### src/hw/rtl/swa_pkg.sv
// Shared types and constants for the sliding window average block.
// No dependencies; imported by swa_intf, swa_div and sliding_window_average.
package swa_pkg;

    localparam int SAMPLE_W = 16;
    localparam int AVG_W    = 16;
    localparam int WIN_W    = 6;

    typedef enum logic [2:0] {
        ST_IDLE,
        ST_READ,
        ST_SUB,
        ST_ADD,
        ST_DIV,
        ST_HOLD
    } state_t;

endpackage

### src/hw/rtl/swa_intf.sv
// Valid/ready channel interfaces for samples, averages and the window register.
// Depends on swa_pkg for field widths.
interface swa_in_if import swa_pkg::*; ();
    logic                       valid;
    logic                       ready;
    logic signed [SAMPLE_W-1:0] sample;
    logic                       start_series;

    modport source (output valid, output sample, output start_series, input ready);
    modport sink   (input valid, input sample, input start_series, output ready);
endinterface

interface swa_out_if import swa_pkg::*; ();
    logic                    valid;
    logic                    ready;
    logic signed [AVG_W-1:0] average;

    modport source (output valid, output average, input ready);
    modport sink   (input valid, input average, output ready);
endinterface

interface swa_cfg_if import swa_pkg::*; ();
    logic             valid;
    logic             ready;
    logic [WIN_W-1:0] window_size;

    modport source (output valid, output window_size, input ready);
    modport sink   (input valid, input window_size, output ready);
endinterface

### src/hw/rtl/swa_ram.sv
// Generic single-write, single-read RAM with registered read data.
// No dependencies.
module swa_ram #(
    parameter int WIDTH = 16,
    parameter int DEPTH = 32
) (
    input  logic                     clk,
    input  logic                     we,
    input  logic [$clog2(DEPTH)-1:0] waddr,
    input  logic [WIDTH-1:0]         wdata,
    input  logic [$clog2(DEPTH)-1:0] raddr,
    output logic [WIDTH-1:0]         rdata
);

    logic [WIDTH-1:0] mem [DEPTH];
    logic [WIDTH-1:0] rdata_reg;

    always_ff @(posedge clk)
    begin
        if (we)
        begin
            mem[waddr] <= wdata;
        end
        rdata_reg <= mem[raddr];
    end

    assign rdata = rdata_reg;

endmodule

### src/hw/rtl/swa_div.sv
// Bit-serial signed divider: window sum by window size, truncating toward zero.
// One quotient bit per cycle through a shift register; depends on swa_pkg.
module swa_div import swa_pkg::*; #(
    parameter int SUM_W = 21
) (
    input  logic                    clk,
    input  logic                    rst_n,
    input  logic                    start,
    input  logic signed [SUM_W-1:0] dividend,
    input  logic [WIN_W-1:0]        divisor,
    output logic                    done,
    output logic signed [AVG_W-1:0] quotient
);

    localparam int CNT_W = $clog2(SUM_W + 1);

    logic [SUM_W-1:0] shift_reg;
    logic [WIN_W-1:0] rem_reg;
    logic [WIN_W-1:0] dvs_reg;
    logic             neg_reg;
    logic [CNT_W-1:0] cnt_reg;
    logic             run_reg;
    logic             done_reg;

    logic [WIN_W:0]   trial;
    logic [WIN_W:0]   trial_diff;
    logic             ge;
    logic [AVG_W-1:0] mag;

    assign trial      = {rem_reg, shift_reg[SUM_W-1]};
    assign trial_diff = trial - {1'b0, dvs_reg};
    assign ge         = (trial >= {1'b0, dvs_reg});

    always_ff @(posedge clk or negedge rst_n)
    begin
        if (!rst_n)
        begin
            run_reg  <= 1'b0;
            done_reg <= 1'b0;
            cnt_reg  <= '0;
        end
        else
        begin
            done_reg <= run_reg && (cnt_reg == CNT_W'(1));
            if (start)
            begin
                run_reg <= 1'b1;
                cnt_reg <= CNT_W'(SUM_W);
            end
            else if (run_reg)
            begin
                cnt_reg <= cnt_reg - CNT_W'(1);
                if (cnt_reg == CNT_W'(1))
                begin
                    run_reg <= 1'b0;
                end
            end
        end
    end

    always_ff @(posedge clk)
    begin
        if (start)
        begin
            shift_reg <= dividend[SUM_W-1] ? SUM_W'(-dividend) : SUM_W'(dividend);
            neg_reg   <= dividend[SUM_W-1];
            rem_reg   <= '0;
            dvs_reg   <= divisor;
        end
        else if (run_reg)
        begin
            shift_reg <= {shift_reg[SUM_W-2:0], ge};
            rem_reg   <= ge ? trial_diff[WIN_W-1:0] : trial[WIN_W-1:0];
        end
    end

    assign mag      = shift_reg[AVG_W-1:0];
    assign quotient = neg_reg ? $signed(-mag) : $signed(mag);
    assign done     = done_reg;

endmodule

### src/hw/rtl/sliding_window_average.sv
// Sliding window average: sample ring, running sum, bit-serial divide.
// Depends on swa_pkg, swa_intf, swa_ram and swa_div.
//
//  channel   dir  payload                          request taken when
//  samples   in   sample[15:0] s, start_series     valid && ready
//  averages  out  average[15:0] s                  valid && ready
//  cfg       in   window_size[5:0]                 valid && ready
//
// A request passes ST_READ, ST_SUB and ST_ADD for the ring read and sum update,
// then ST_DIV while the one-bit-per-cycle divider runs. A request that completes
// no window returns to ST_IDLE from ST_ADD. Reset empties the window.
// A finished average waits in the output register; the next request proceeds
// and its result holds in the divider until the output register frees up.
// Hold a window write until the block is idle; it goes ahead of a waiting sample.
module sliding_window_average import swa_pkg::*; #(
    parameter int WINDOW_MAX = 32
) (
    input  logic         clk,
    input  logic         rst_n,
    swa_in_if.sink       samples,
    swa_out_if.source    averages,
    swa_cfg_if.sink      cfg
);

    localparam int AW    = $clog2(WINDOW_MAX);
    localparam int SUM_W = SAMPLE_W + AW;
    localparam int PD_W  = ((AW > WIN_W) ? AW : WIN_W) + 2;

    state_t state_reg;
    state_t state_next;

    logic [WIN_W-1:0]          window_size_reg;
    logic [WIN_W-1:0]          fill_reg;
    logic signed [SUM_W-1:0]   sum_reg;
    logic [AW-1:0]             pos_reg;
    logic                      out_valid_reg;
    logic signed [AVG_W-1:0]   average_reg;
    logic signed [SAMPLE_W-1:0] sample_reg;
    logic                      start_reg;
    logic                      full_reg;

    logic [WIN_W-1:0]          w_eff;
    logic signed [PD_W-1:0]    pos_diff;
    logic [AW-1:0]             old_idx;
    logic [AW-1:0]             pos_inc;
    logic [WIN_W-1:0]          fill_eff;
    logic [SAMPLE_W-1:0]       ram_rdata;
    logic signed [SUM_W-1:0]   old_ext;
    logic signed [SUM_W-1:0]   new_ext;
    logic signed [SUM_W-1:0]   sum_add;
    logic                      due;
    logic                      slot_free;
    logic                      div_start;
    logic                      div_done;
    logic signed [AVG_W-1:0]   div_q;
    logic                      ram_we;
    logic                      in_take;
    logic                      out_load;

    function automatic logic [WIN_W-1:0] cfg_window_eff(input logic [WIN_W-1:0] w);
        logic [WIN_W-1:0] r;
        r = w;
        if (w == '0)
        begin
            r = WIN_W'(1);
        end
        else if (int'(w) > WINDOW_MAX)
        begin
            r = WIN_W'(WINDOW_MAX);
        end
        return r;
    endfunction

    always_comb
    begin
        w_eff = cfg_window_eff(window_size_reg);
    end

    assign pos_diff = PD_W'(pos_reg) - PD_W'(w_eff);
    assign old_idx  = pos_diff[PD_W-1] ? AW'(pos_diff + PD_W'(WINDOW_MAX)) : AW'(pos_diff);
    assign pos_inc  = (pos_reg == AW'(WINDOW_MAX - 1)) ? '0 : pos_reg + AW'(1);
    assign fill_eff = start_reg ? '0 : fill_reg;

    assign old_ext  = {{(SUM_W-SAMPLE_W){ram_rdata[SAMPLE_W-1]}}, ram_rdata};
    assign new_ext  = {{(SUM_W-SAMPLE_W){sample_reg[SAMPLE_W-1]}}, sample_reg};
    assign sum_add  = sum_reg + new_ext;
    assign due      = full_reg || ((fill_reg + WIN_W'(1)) == w_eff);

    assign slot_free = !out_valid_reg || averages.ready;

    swa_ram #(
        .WIDTH (SAMPLE_W),
        .DEPTH (WINDOW_MAX)
    ) u_ring (
        .clk   (clk),
        .we    (ram_we),
        .waddr (pos_reg),
        .wdata (sample_reg),
        .raddr (old_idx),
        .rdata (ram_rdata)
    );

    swa_div #(
        .SUM_W (SUM_W)
    ) u_div (
        .clk      (clk),
        .rst_n    (rst_n),
        .start    (div_start),
        .dividend (sum_add),
        .divisor  (w_eff),
        .done     (div_done),
        .quotient (div_q)
    );

    always_ff @(posedge clk or negedge rst_n)
    begin
        if (!rst_n)
        begin
            state_reg <= ST_IDLE;
        end
        else
        begin
            state_reg <= state_next;
        end
    end

    always_comb
    begin
        state_next = state_reg;
        in_take    = 1'b0;
        ram_we     = 1'b0;
        div_start  = 1'b0;
        out_load   = 1'b0;
        case (state_reg)
            ST_IDLE:
            begin
                in_take = samples.valid && samples.ready;
                if (in_take)
                begin
                    state_next = ST_READ;
                end
            end
            ST_READ:
            begin
                state_next = ST_SUB;
            end
            ST_SUB:
            begin
                ram_we     = 1'b1;
                state_next = ST_ADD;
            end
            ST_ADD:
            begin
                div_start  = due;
                state_next = due ? ST_DIV : ST_IDLE;
            end
            ST_DIV:
            begin
                if (div_done)
                begin
                    state_next = ST_HOLD;
                end
            end
            ST_HOLD:
            begin
                if (slot_free)
                begin
                    out_load   = 1'b1;
                    state_next = ST_IDLE;
                end
            end
            default:
            begin
                state_next = ST_IDLE;
            end
        endcase
    end

    assign samples.ready    = (state_reg == ST_IDLE) && !cfg.valid;
    assign cfg.ready        = (state_reg == ST_IDLE);
    assign averages.valid   = out_valid_reg;
    assign averages.average = average_reg;

    always_ff @(posedge clk or negedge rst_n)
    begin
        if (!rst_n)
        begin
            window_size_reg <= WIN_W'(1);
            fill_reg        <= '0;
            sum_reg         <= '0;
            pos_reg         <= '0;
            out_valid_reg   <= 1'b0;
        end
        else
        begin
            if (out_load)
            begin
                out_valid_reg <= 1'b1;
            end
            else if (averages.ready)
            begin
                out_valid_reg <= 1'b0;
            end

            if (cfg.valid && cfg.ready)
            begin
                window_size_reg <= cfg.window_size;
                fill_reg        <= '0;
                sum_reg         <= '0;
            end
            else
            begin
                case (state_reg)
                    ST_READ:
                    begin
                        fill_reg <= fill_eff;
                        if (start_reg)
                        begin
                            sum_reg <= '0;
                        end
                    end
                    ST_SUB:
                    begin
                        if (full_reg)
                        begin
                            sum_reg <= sum_reg - old_ext;
                        end
                        pos_reg <= pos_inc;
                    end
                    ST_ADD:
                    begin
                        sum_reg  <= sum_add;
                        fill_reg <= full_reg ? w_eff : fill_reg + WIN_W'(1);
                    end
                    default:
                    begin
                    end
                endcase
            end
        end
    end

    always_ff @(posedge clk)
    begin
        if (in_take)
        begin
            sample_reg <= samples.sample;
            start_reg  <= samples.start_series;
        end
        if (state_reg == ST_READ)
        begin
            full_reg <= (fill_eff >= w_eff);
        end
        if (out_load)
        begin
            average_reg <= div_q;
        end
    end

endmodule
### src/flat_wrapper.sv
// flat-port wrapper written by rule: the top's interface ports become plain ports
module sliding_window_average_flat import swa_pkg::*;
#(
    parameter int WINDOW_MAX = 32
)
  (clk, rst_n, samples_valid, samples_sample, samples_start_series, samples_ready, averages_valid, averages_average, averages_ready, cfg_valid, cfg_window_size, cfg_ready);
  swa_in_if samples_i ();
  swa_out_if averages_i ();
  swa_cfg_if cfg_i ();
  input  logic clk;
  input  logic rst_n;
  input wire logic [$bits(samples_i.valid)-1:0] samples_valid;
  input wire logic [$bits(samples_i.sample)-1:0] samples_sample;
  input wire logic [$bits(samples_i.start_series)-1:0] samples_start_series;
  output wire logic [$bits(samples_i.ready)-1:0] samples_ready;
  output wire logic [$bits(averages_i.valid)-1:0] averages_valid;
  output wire logic [$bits(averages_i.average)-1:0] averages_average;
  input wire logic [$bits(averages_i.ready)-1:0] averages_ready;
  input wire logic [$bits(cfg_i.valid)-1:0] cfg_valid;
  input wire logic [$bits(cfg_i.window_size)-1:0] cfg_window_size;
  output wire logic [$bits(cfg_i.ready)-1:0] cfg_ready;
  assign samples_i.valid = samples_valid;
  assign samples_i.sample = samples_sample;
  assign samples_i.start_series = samples_start_series;
  assign samples_ready = samples_i.ready;
  assign averages_valid = averages_i.valid;
  assign averages_average = averages_i.average;
  assign averages_i.ready = averages_ready;
  assign cfg_i.valid = cfg_valid;
  assign cfg_i.window_size = cfg_window_size;
  assign cfg_ready = cfg_i.ready;
  sliding_window_average #(.WINDOW_MAX(WINDOW_MAX)) u_core (.clk(clk), .rst_n(rst_n), .samples(samples_i), .averages(averages_i), .cfg(cfg_i));
endmodule
### config.mk
export PLATFORM = sky130hd
export DESIGN_NAME = sliding_window_average_flat
export DESIGN_NICKNAME = d
export VERILOG_FILES = /design/src/hw/rtl/swa_pkg.sv /design/src/hw/rtl/swa_intf.sv /design/src/hw/rtl/swa_ram.sv /design/src/hw/rtl/swa_div.sv /design/src/hw/rtl/sliding_window_average.sv /design/src/flat_wrapper.sv
export SDC_FILE = /design/constraint.sdc
export NUM_CORES = 1
export LEC_CHECK = 0
export BUFFER_PORTS_ARGS = -buffer_cell sky130_fd_sc_hd__buf_2
export CORE_MARGIN = 3
export CORE_UTILIZATION = 40
export CTS_CLUSTER_DIAMETER = 50
export CTS_CLUSTER_SIZE = 20
export DETAILED_ROUTE_END_ITERATION = 8
export MAX_ROUTING_LAYER = met4
export SYNTH_ARGS = -nofsm -noshare
export SYNTH_HDL_FRONTEND = slang
export SYNTH_SLANG_ARGS = --single-unit
### constraint.sdc
create_clock -name clk -period 7.54 [get_ports clk]
set_clock_uncertainty 0.05 [all_clocks]
set_input_delay 0.754 -clock clk [delete_from_list [all_inputs] [get_ports clk]]
set_output_delay 0.754 -clock clk [all_outputs]
set_load 0.02 [all_outputs]
Word-level counts from Yosys, hierarchy flattened

Memories as Yosys holds them, arrays and structs flattened. A register that Yosys moved wholly into a read port is not among the register bits.
Cells that the tools add are included.
W data, S select, Z words.

Add/sub/neg operators: 10
$lt $le $gt $ge: 3
Eq/ne operators: 13
Mux-type cells: 36
Bitwise gates (word level): 1
Reductions and logical operators: 17

Operators with widths:

| operator              | number |
|---|---|
| $mux W21              | 6 |
| $pmux W21 S3          | 1 |
| $mux W6               | 6 |
| $add A21 B16 Y21      | 1 |
| $neg A21 Y21          | 1 |
| $sub A21 B16 Y21      | 1 |
| $mux W5               | 4 |
| $pmux W3 S6           | 1 |
| $mux W16              | 1 |
| $neg A16 Y16          | 1 |
| $mux W1               | 12 |
| $mux W3               | 4 |
| $pmux W6 S2           | 1 |
| $add A5 B1 Y5 const B | 2 |
| $ge A7 B6 Y1          | 1 |
| $sub A5 B6 Y7         | 1 |
| $add A6 B1 Y6 const B | 1 |
| $eq A3 B2 Y1 const B  | 2 |
| $eq A3 B3 Y1 const B  | 2 |
| $eq A6 B6 Y1          | 1 |
| $ge A6 B6 Y1          | 1 |
| $gt A6 B6 Y1 const B  | 1 |
| $logic_not A6 Y1      | 1 |
| $ne A3 B1 Y1 const B  | 2 |
| other kinds (17)      | 25 |

Bits in registers: 117
Bits in writable memories: 512
Input bits: 28
Output and inout bits: 19
Word-level logic and storage cells: 98
Memories kept: 1

Memory list:

| name              | words | width | rd ports | clocked after Yosys merged registers in | wr ports | RTL line      | source |
|---|---|---|---|---|---|---|---|
| u_core.u_ring.mem | 32    | 16    | 1        | 1                                       | 1        | swa_ram.sv:15 | `logic [WIDTH-1:0] mem [DEPTH];` |

Longest topological paths before layout

Gate-level depths: netlist (run 1).

Depth in word-level cells: 7
Gate-level depth with buffers: 13

Hierarchy

From an unflattened synthesis (run 1), not the netlist that was laid out.

Cell total of the unflattened synthesis: 2016
Area, all modules: 28838.9 um^2

By module, submodules not included:

| module                 | times used | cells each | area each (um^2) |
|---|---|---|---|
| swa_ram                | 1          | 1143       | 20535.9 |
| sliding_window_average | 1          | 588        | 5597.9 |
| swa_div                | 1          | 285        | 2705.1 |

Worst setup path before layout (run 1)

No wires, ideal clock.

Path type: register to register
Start point: register u_core.sample_reg[0]
End point: register u_core.u_div.shift_reg[16] (data pin)
Arrival time: 3496 ps
Data required time: 7230 ps
Setup slack: 3734 ps
Stages on the path, launching flop included: 13
Path buffers: 0
Cells stage by stage: edfxtp_1 ha_1 inv_1 fa_1 and2b_2 o221ai_2 a211o_1 a221oi_1 o32ai_2 nor4_2 a21oi_1 xnor2_1 mux2_2

Cells in the longest elaborated chain, start to end: 4

RTL lines:

| element                | RTL line                      | source |
|---|---|---|
| start, declared        | sliding_window_average.sv:38  | `logic signed [SAMPLE_W-1:0] sample_reg;` |
| start signal, assigned | sliding_window_average.sv:247 | `sample_reg <= samples.sample;` |
| $add A21 B16 Y21 *     | sliding_window_average.sv:86  | `assign sum_add = sum_reg + new_ext;` |
| $neg A21 Y21           | swa_div.sv:65                 | `shift_reg <= dividend[SUM_W-1] ? SUM_W'(-dividend) : SUM_W'(dividend);` |
| $mux W21 *             | swa_div.sv:65                 |  |
| $mux W21 *             | swa_div.sv:63                 | `if (start)` |
| end signal, assigned   | swa_div.sv:65                 |  |
| end signal, assigned   | swa_div.sv:72                 | `shift_reg <= {shift_reg[SUM_W-2:0], ge};` |
| end, declared          | swa_div.sv:17                 | `logic [SUM_W-1:0] shift_reg;` |

Every way passes the cells marked *; elsewhere a longest branch is shown, timed or not.
A chain may end at the register's enable or synchronous reset.

Final worst setup path (run 1)

Start point: register u_core.window_size_reg[1]
End point: register u_core.u_ring.rdata_reg[0], in the netlist u_core.u_ring.rdata[0], read port of u_core.u_ring.mem

Cells in the longest elaborated chain, start to end: 6
Elaborated cells on any way between the ends: 7
Those cells by class: add/sub (2); order compare (1); mux (3); reduce/logical (1)

RTL lines:

| element                           | RTL line                      | source |
|---|---|---|
| start, declared                   | sliding_window_average.sv:32  | `logic [WIN_W-1:0] window_size_reg;` |
| start signal, assigned            | sliding_window_average.sv:207 | `window_size_reg <= cfg.window_size;` |
| $gt A6 B6 Y1                      | sliding_window_average.sv:67  | `else if (int'(w) > WINDOW_MAX)` |
| $mux W6                           | sliding_window_average.sv:67  |  |
| $mux W6 *                         | sliding_window_average.sv:63  | `if (w == '0)` |
| named net u_core.u_div.divisor[0] | swa_div.sv:10                 | `input logic [WIN_W-1:0] divisor,` |
| $sub A5 B6 Y7 *                   | sliding_window_average.sv:79  | `assign pos_diff = PD_W'(pos_reg) - PD_W'(w_eff);` |
| $add A5 B1 Y5                     | sliding_window_average.sv:80  | `assign old_idx = pos_diff[PD_W-1] ? AW'(pos_diff + PD_W'(WINDOW_MAX)) : AW'(pos_diff);` |
| $mux W5 *                         | sliding_window_average.sv:80  |  |
| end, declared                     | swa_ram.sv:16                 | `logic [WIDTH-1:0] rdata_reg;` |

The timed path passes the listed nets; every way through them passes the cells marked *.

==> results of run 1 <==
[cell usage after synthesis (4+ instances only)]
library cell and instances:
mux4_2 160, or2_2 5, a21o_1 19, mux2i_1 7
edfxtp_1 574, a22o_1 4, nand2b_1 19, or3_1 11
nor2_1 120, a22oi_1 6, inv_1 57, o21a_1 8
buf_2 10, dfrtp_1 48, nor3b_1 5, fa_1 4
and2_1 6, a211oi_1 8, nor3_1 15, xor2_1 26
nand2_1 69, mux2_2 27, nand3b_1 8, nor2b_1 15
nand3_1 11, ha_1 66, o31ai_1 11, o211ai_1 8
dfxtp_1 22, and3_1 9, xnor2_1 56, a31oi_1 10
nand4_1 9, buf_1 11, clkbuf_1 51, o21ai_0 53
a21oi_1 74
[layout make-up]
type,count,area (sq um),area share [%]
inverter,57,214,0.671
sequential,645,18900,59.3
tap,931,1160,3.65
timing repair buffer,104,678,2.13
clock buffer,61,1420,4.45
clock inverter,44,619,1.94
multi-input combinational,911,8890,27.9
[metrics by stage]
| step | util [%] | area (sq um) | hold WS, ps |
|---|---|---|---|
| after floorplan | - | 28200 | 396 |
| after global placement | 43.1 | 29800 | 410 |
| after detailed placement | 43.1 | 29800 | 420 |
| after CTS | 46.1 | 31900 | 173 |
| after global routing | 46.1 | 31900 | 191 |
| final | 46.1 | 31900 | 204 |
[report_power, final]
group          switching, mW  internal [mW]
Combinational           3.91           3.72
Sequential             0.304           4.40
Clock                   1.49           1.60
[metal layers]
layer | track usage, % | up-vias | routed length (um)
li1 | - | 6814 | -
met3 | 2.51 | 70 | 3850
met4 | 3.93 | 0 | 1030
met2 | 29.6 | 443 | 31700
met5 | - | - | 0
met1 | 25.0 | 7953 | 28600
[how the worst max path moves through the flow]
stage | from | to | slack [ps] | depth (start not counted)
3_5_place_dp | u_core.window_size_reg[1]$_DFFE_PN0P_ | u_core.u_ring.rdata[0]$_DFF_P_ | 2760 | 10
2_1_floorplan | u_core.sample_reg[0]$_DFFE_PP_ | u_core.u_div.shift_reg[16]$_DFFE_PP_ | 3730 | 12
5_1_grt | u_core.window_size_reg[1]$_DFFE_PN0P_ | u_core.u_ring.rdata[15]$_DFF_P_ | 2450 | 10
4_1_cts | u_core.window_size_reg[1]$_DFFE_PN0P_ | u_core.u_ring.rdata[15]$_DFF_P_ | 2710 | 10
3_3_place_gp | u_core.window_size_reg[1]$_DFFE_PN0P_ | u_core.u_ring.rdata[0]$_DFF_P_ | 2820 | 10
6_report | u_core.window_size_reg[1]$_DFFE_PN0P_ | u_core.u_ring.rdata[0]$_DFF_P_ | 2750 | 10
[cells by family after synthesis]
logic type | synth area share [%]
adders and majority gates | 3.21
xor gates and xnor gates | 2.72
buffers and inverters | 1.80
DFF | 67.1
and+or+nand+nor | 5.57
muxes | 14.1
AOI/OAI and AO/OA | 5.52
==> flow_metrics.tcl, run 1 <==
set metrics [dict create \
    status "finished clean" \
    fin_crit_sh_pct 63.5 \
    avgSynthCellArea_sq_um 16.7 \
    ff2ff_path_depth 10 \
    syn_area_sq_mm 0.0282 \
    first_iter_violations 1475 \
    routabilityCongestion 0.849 \
    vias_per_cell 5.55 \
    postSynthCellCount 1686 \
    rsz0062_at_grt "false" \
    nNetsFinal 1873 \
    synth_edf_count 574 \
    ant_nets 0 \
    dp_slack_ps 2760 \
    slew_viol_final 0 \
    clkSinkCount 645 \
    drc 0 \
    synth_top_area_cell "edfxtp_1" \
    clk_latency_ps 670 \
    powerDensity_mw_per_mm2 483 \
    dp_hpwl_mm 39.6 \
    ioPinCount 47 \
    hold_buffers 0 \
    p_total_mw 15.4 \
    synth_top_cell_area_share_pct 61.1 \
    min_period_ps 4790 \
    slew_headroom_pct 13.8 \
    hold_path.class "in -> async" \
    grt_usage_pct 18.3 \
    drt-total-wl_mm 65.2 \
    final-setup-viol-count 0 \
    grt_max_degree 65 \
    dp.cells 2648 \
    tightest_slew_ps 1290 \
    critPathMaxFanout 54 \
    worst_slack_ps 2750 \
    worstPathRequired_ps 8020 \
    ys_types 81 \
    nFillCells 5863 \
    grt_antenna_before_repair 3 \
    vdd_drop_max_mv 0.378 \
    rr_endpoint "u_core.u_ring.rdata[0]$_DFF_P_" \
    cts.path.max_buffers 3 \
    syn-num-nets 1784 \
    critical_path.top_delay_family "adder cells" \
    rrSetupSlack_ps 2750 \
    post-cts-setup-buffers 0 \
    r2r-start "u_core.window_size_reg[1]$_DFFE_PN0P_" \
    synthTopCellsByArea "edfxtp_1, mux4_2, dfrtp_1" \
    grt_pass1_vias 15300 \
    largest_reg_flops 512 \
    core_area_sq_mm 0.0692 \
    routedWlPerCell_um 23.7 \
    ys_seq_area_share_pct 67.1 \
    ys_ff_latch 645 \
    max_freq_mhz 209 \
    numCtsBuffers 56 \
    final_cell_count_no_fill 2753 \
    final_common_cell "edfxtp_1" \
    cpPeakStageDelay_ps 1370 \
    crit_chain "nor4_1, nor2_1, nor2_1, ha_4, inv_1, fa_4, buf_4, mux4_2, mux4_2, mux2_2" \
    htreeDepth 2 \
    critPathLaunchType "register" \
    power.leakage_nw 10.8 \
    syn_to_final_growth_pct 13.1 \
    grt_pass1_wl_mm 98.0 \
    drive_above_1_share_pct 24.6 \
    vias 15300 \
    crit_buf_inv 2 \
    fp.dieH_um 271 \
    critPathArrivalTime_ps 5270 \
    crit_path_top_delay_cell "fa_4" \
    cp-end-kind "register" \
    die_area_sq_mm 0.0737 \
    clock-root-buffer "clkbuf_16" \
    critPathKind "reg -> reg" \
    firstDrtPassIters 5 \
    synth_flop_cell "edfxtp_1" \
    final_cell_mix "edfxtp_1, mux4_2, nor2_1" \
    die_w_um 271 \
    hold_violations 0 \
    yosys_warnings 0 \
    n_antenna_cell 0 \
    row_count 96 \
    post_cts_resized 0 \
    cts_tree "yes" \
    start_util_pct 40.7 \
    synthArstFlopShare_pct 7.60 \
    drv_cap 0 \
    setup_tns_ps 0 \
    grt-ovfl-total 0 \
    clk_pin_slew_ps 80 \
    io_buffer_count 46 \
]
Power figures use the tool's default switching activity.
==> inputs of run 2 (changes only) <==
==> constraint.sdc (replaced) <==
create_clock -name clk -period 4.45 [get_ports clk]
set_clock_uncertainty 0.05 [all_clocks]
set_input_delay 0.445 -clock clk [delete_from_list [all_inputs] [get_ports clk]]
set_output_delay 0.445 -clock clk [all_outputs]
set_load 0.02 [all_outputs]
==> run 2 against run 1 <==
First-iteration DRC count down 0.54%. Cell count up 1.3%. Routed wire length up 1.8%. Critical path type unchanged.
==> flow_metrics.tcl, run 2 (synthesis results as in run 1) <==
set metrics [dict create \
    status "finished clean" \
    core_area_sq_mm 0.0692 \
    ioPinCount 47 \
    grt_pass1_vias 15600 \
    grt_antenna_before_repair 4 \
    first_iter_violations 1467 \
    die_w_um 271 \
    grt_use_met1_pct 25.4 \
    hold_path.class "in -> reg" \
    drt-total-wl_mm 66.4 \
    drive_above_1_share_pct 25.0 \
    min_period_ps 3960 \
    drc 0 \
    numCtsBuffers 58 \
    drv_cap 0 \
    routedWlPerCell_um 23.8 \
    grt_usage_pct 18.7 \
    io_buffer_count 46 \
    nNetsFinal 1909 \
    vdd_drop_max_mv 0.920 \
    power.leakage_nw 11.1 \
    critPathLaunchType "register" \
    grt_pass1_wl_mm 100 \
    rrSetupSlack_ps 490 \
    crit_chain "ha_1, and2_2, o221ai_2, a211o_1, a221oi_1, o32ai_2, nor4_2, a21oi_1, xnor2_1, mux2_2" \
    post-cts-setup-buffers 0 \
    row_count 96 \
    htreeDepth 2 \
    die_area_sq_mm 0.0737 \
    max_freq_mhz 253 \
    start_util_pct 40.7 \
    setup_tns_ps 0 \
    fp.dieH_um 271 \
    vias_per_cell 5.53 \
    tightest_slew_ps 1380 \
    fin_crit_sh_pct 88.9 \
    crit_path_top_delay_cell "edfxtp_1" \
    syn_to_final_growth_pct 14.6 \
    nFillCells 5946 \
    cp-end-kind "register" \
    cts.path.max_buffers 3 \
    final-setup-viol-count 0 \
    hold_violations 0 \
    use_met2_pct 29.8 \
    clk_pin_slew_ps 80 \
    final_cell_mix "edfxtp_1, mux4_2, nor2_1" \
    routabilityCongestion 0.864 \
    critPathMaxFanout 18 \
    slew_headroom_pct 8.22 \
    placed_area_sq_mm 0.0300 \
    rsz0062_at_grt "false" \
    cpPeakStageDelay_ps 720 \
    ant_nets 0 \
    cts_tree "yes" \
    top_usage_layer "met2" \
    final_common_cell "edfxtp_1" \
    vias 15400 \
    critPathKind "reg -> reg" \
    dp_hpwl_mm 41.6 \
    clock-root-buffer "clkbuf_16" \
    grt-ovfl-total 0 \
    critPathArrivalTime_ps 4260 \
    slew_viol_final 0 \
    firstDrtPassIters 5 \
    use_met3_pct 2.73 \
    clk_latency_ps 650 \
    final_area_sq_mm 0.0323 \
    grt_max_degree 55 \
    largest_reg_flops 512 \
    post_cts_resized 0 \
    clkSinkCount 645 \
    powerDensity_mw_per_mm2 824 \
    worstPathRequired_ps 4760 \
]
-- run 2: cell count changes in the layout (fill, tap and decap cells not counted), sizes merged --
| cell | delta |
|---|---|
| clkinv | -3 |
| dlygate4sd3 | +20 |
| clkbuf | -3 |
| clkinvlp | -3 |
| diode | +1 |
| buf | +14 |
| inv | +10 |
-- run 2: per-stage QoR --
step                      worst slack [ps]  total power [mW]  util, %  hold WS (ps)  instances
final                                  494              26.6     46.7          25.7       2789
after global routing                   179              28.2     46.7          27.7       2788
after CTS                              535              27.0     46.7          1.51       2788
after detailed placement               592              21.6     43.4           418       2662
after global placement                 642              21.5     43.4           410       2662
after floorplan                        644              17.7        -          99.4       1686
-- run 2: final cells by class --
| type | instances | area (sq um) | share of cell area [%] |
|---|---|---|---|
| clock buffer | 58 | 1450 | 4.49 |
| clock inverter | 48 | 623 | 1.93 |
| antenna | 1 | 2.50 | 0.00775 |
| inverter | 57 | 214 | 0.663 |
| sequential | 645 | 18900 | 58.5 |
| multi-input combinational | 911 | 8890 | 27.5 |
| tap | 931 | 1160 | 3.61 |
| timing repair buffer | 138 | 1050 | 3.24 |
-- run 2: timing repair --
| action | 4_1_cts | 5_1_grt |
|---|---|---|
| setup endpoints to repair | 0 | 0 |
| hold endpoints to repair | 67 | 0 |
| hold buffers | 20 | 0 |
-- run 2: path summary, 6_finish.rpt --
check,start,endpoint,cells after the start
worst min register to register,u_core.u_div.rem_reg[5]$_SDFFE_PP0P_,u_core.u_div.rem_reg[5]$_SDFFE_PP0P_,2
worst min-delay path,cfg_window_size[3],u_core.window_size_reg[3]$_DFFE_PN0P_,2
worst max register to register,u_core.sample_reg[4]$_DFFE_PP_,u_core.u_div.shift_reg[16]$_DFFE_PP_,10
max in group asynchronous,rst_n,u_core.averages.valid$_DFFE_PN0P_,3
worst max-delay path,u_core.sample_reg[4]$_DFFE_PP_,u_core.u_div.shift_reg[16]$_DFFE_PP_,10
min in group asynchronous,rst_n,u_core.sum_reg[1]$_DFFE_PN0P_,3
-- run 2: metal layers --
metal	up-vias	routed length, um
li1	6891	-
met1	8000	28700
met2	430	32200
met3	101	3880
met4	0	1530
met5	-	0
-- run 2: where the power goes --
group / internal, mW / total (mW) / leakage [nW] / switching [mW]
registers: 7.46 / 8.00 / 6.00 / 0.544
clock network: 2.79 / 5.35 / 1.00 / 2.56
logic: 6.51 / 13.3 / 4.06 / 6.74
-- run 2: critical path, delay by kind of cell (launching register included) --
family                     cells  cell delay [ps]
muxes                          1              270
xor gates and xnor gates       1              140
adders and majority gates      1              580
and+or+nand+nor                2              650
DFF                            1              720
AOI/OAI and AO/OA              5             1230
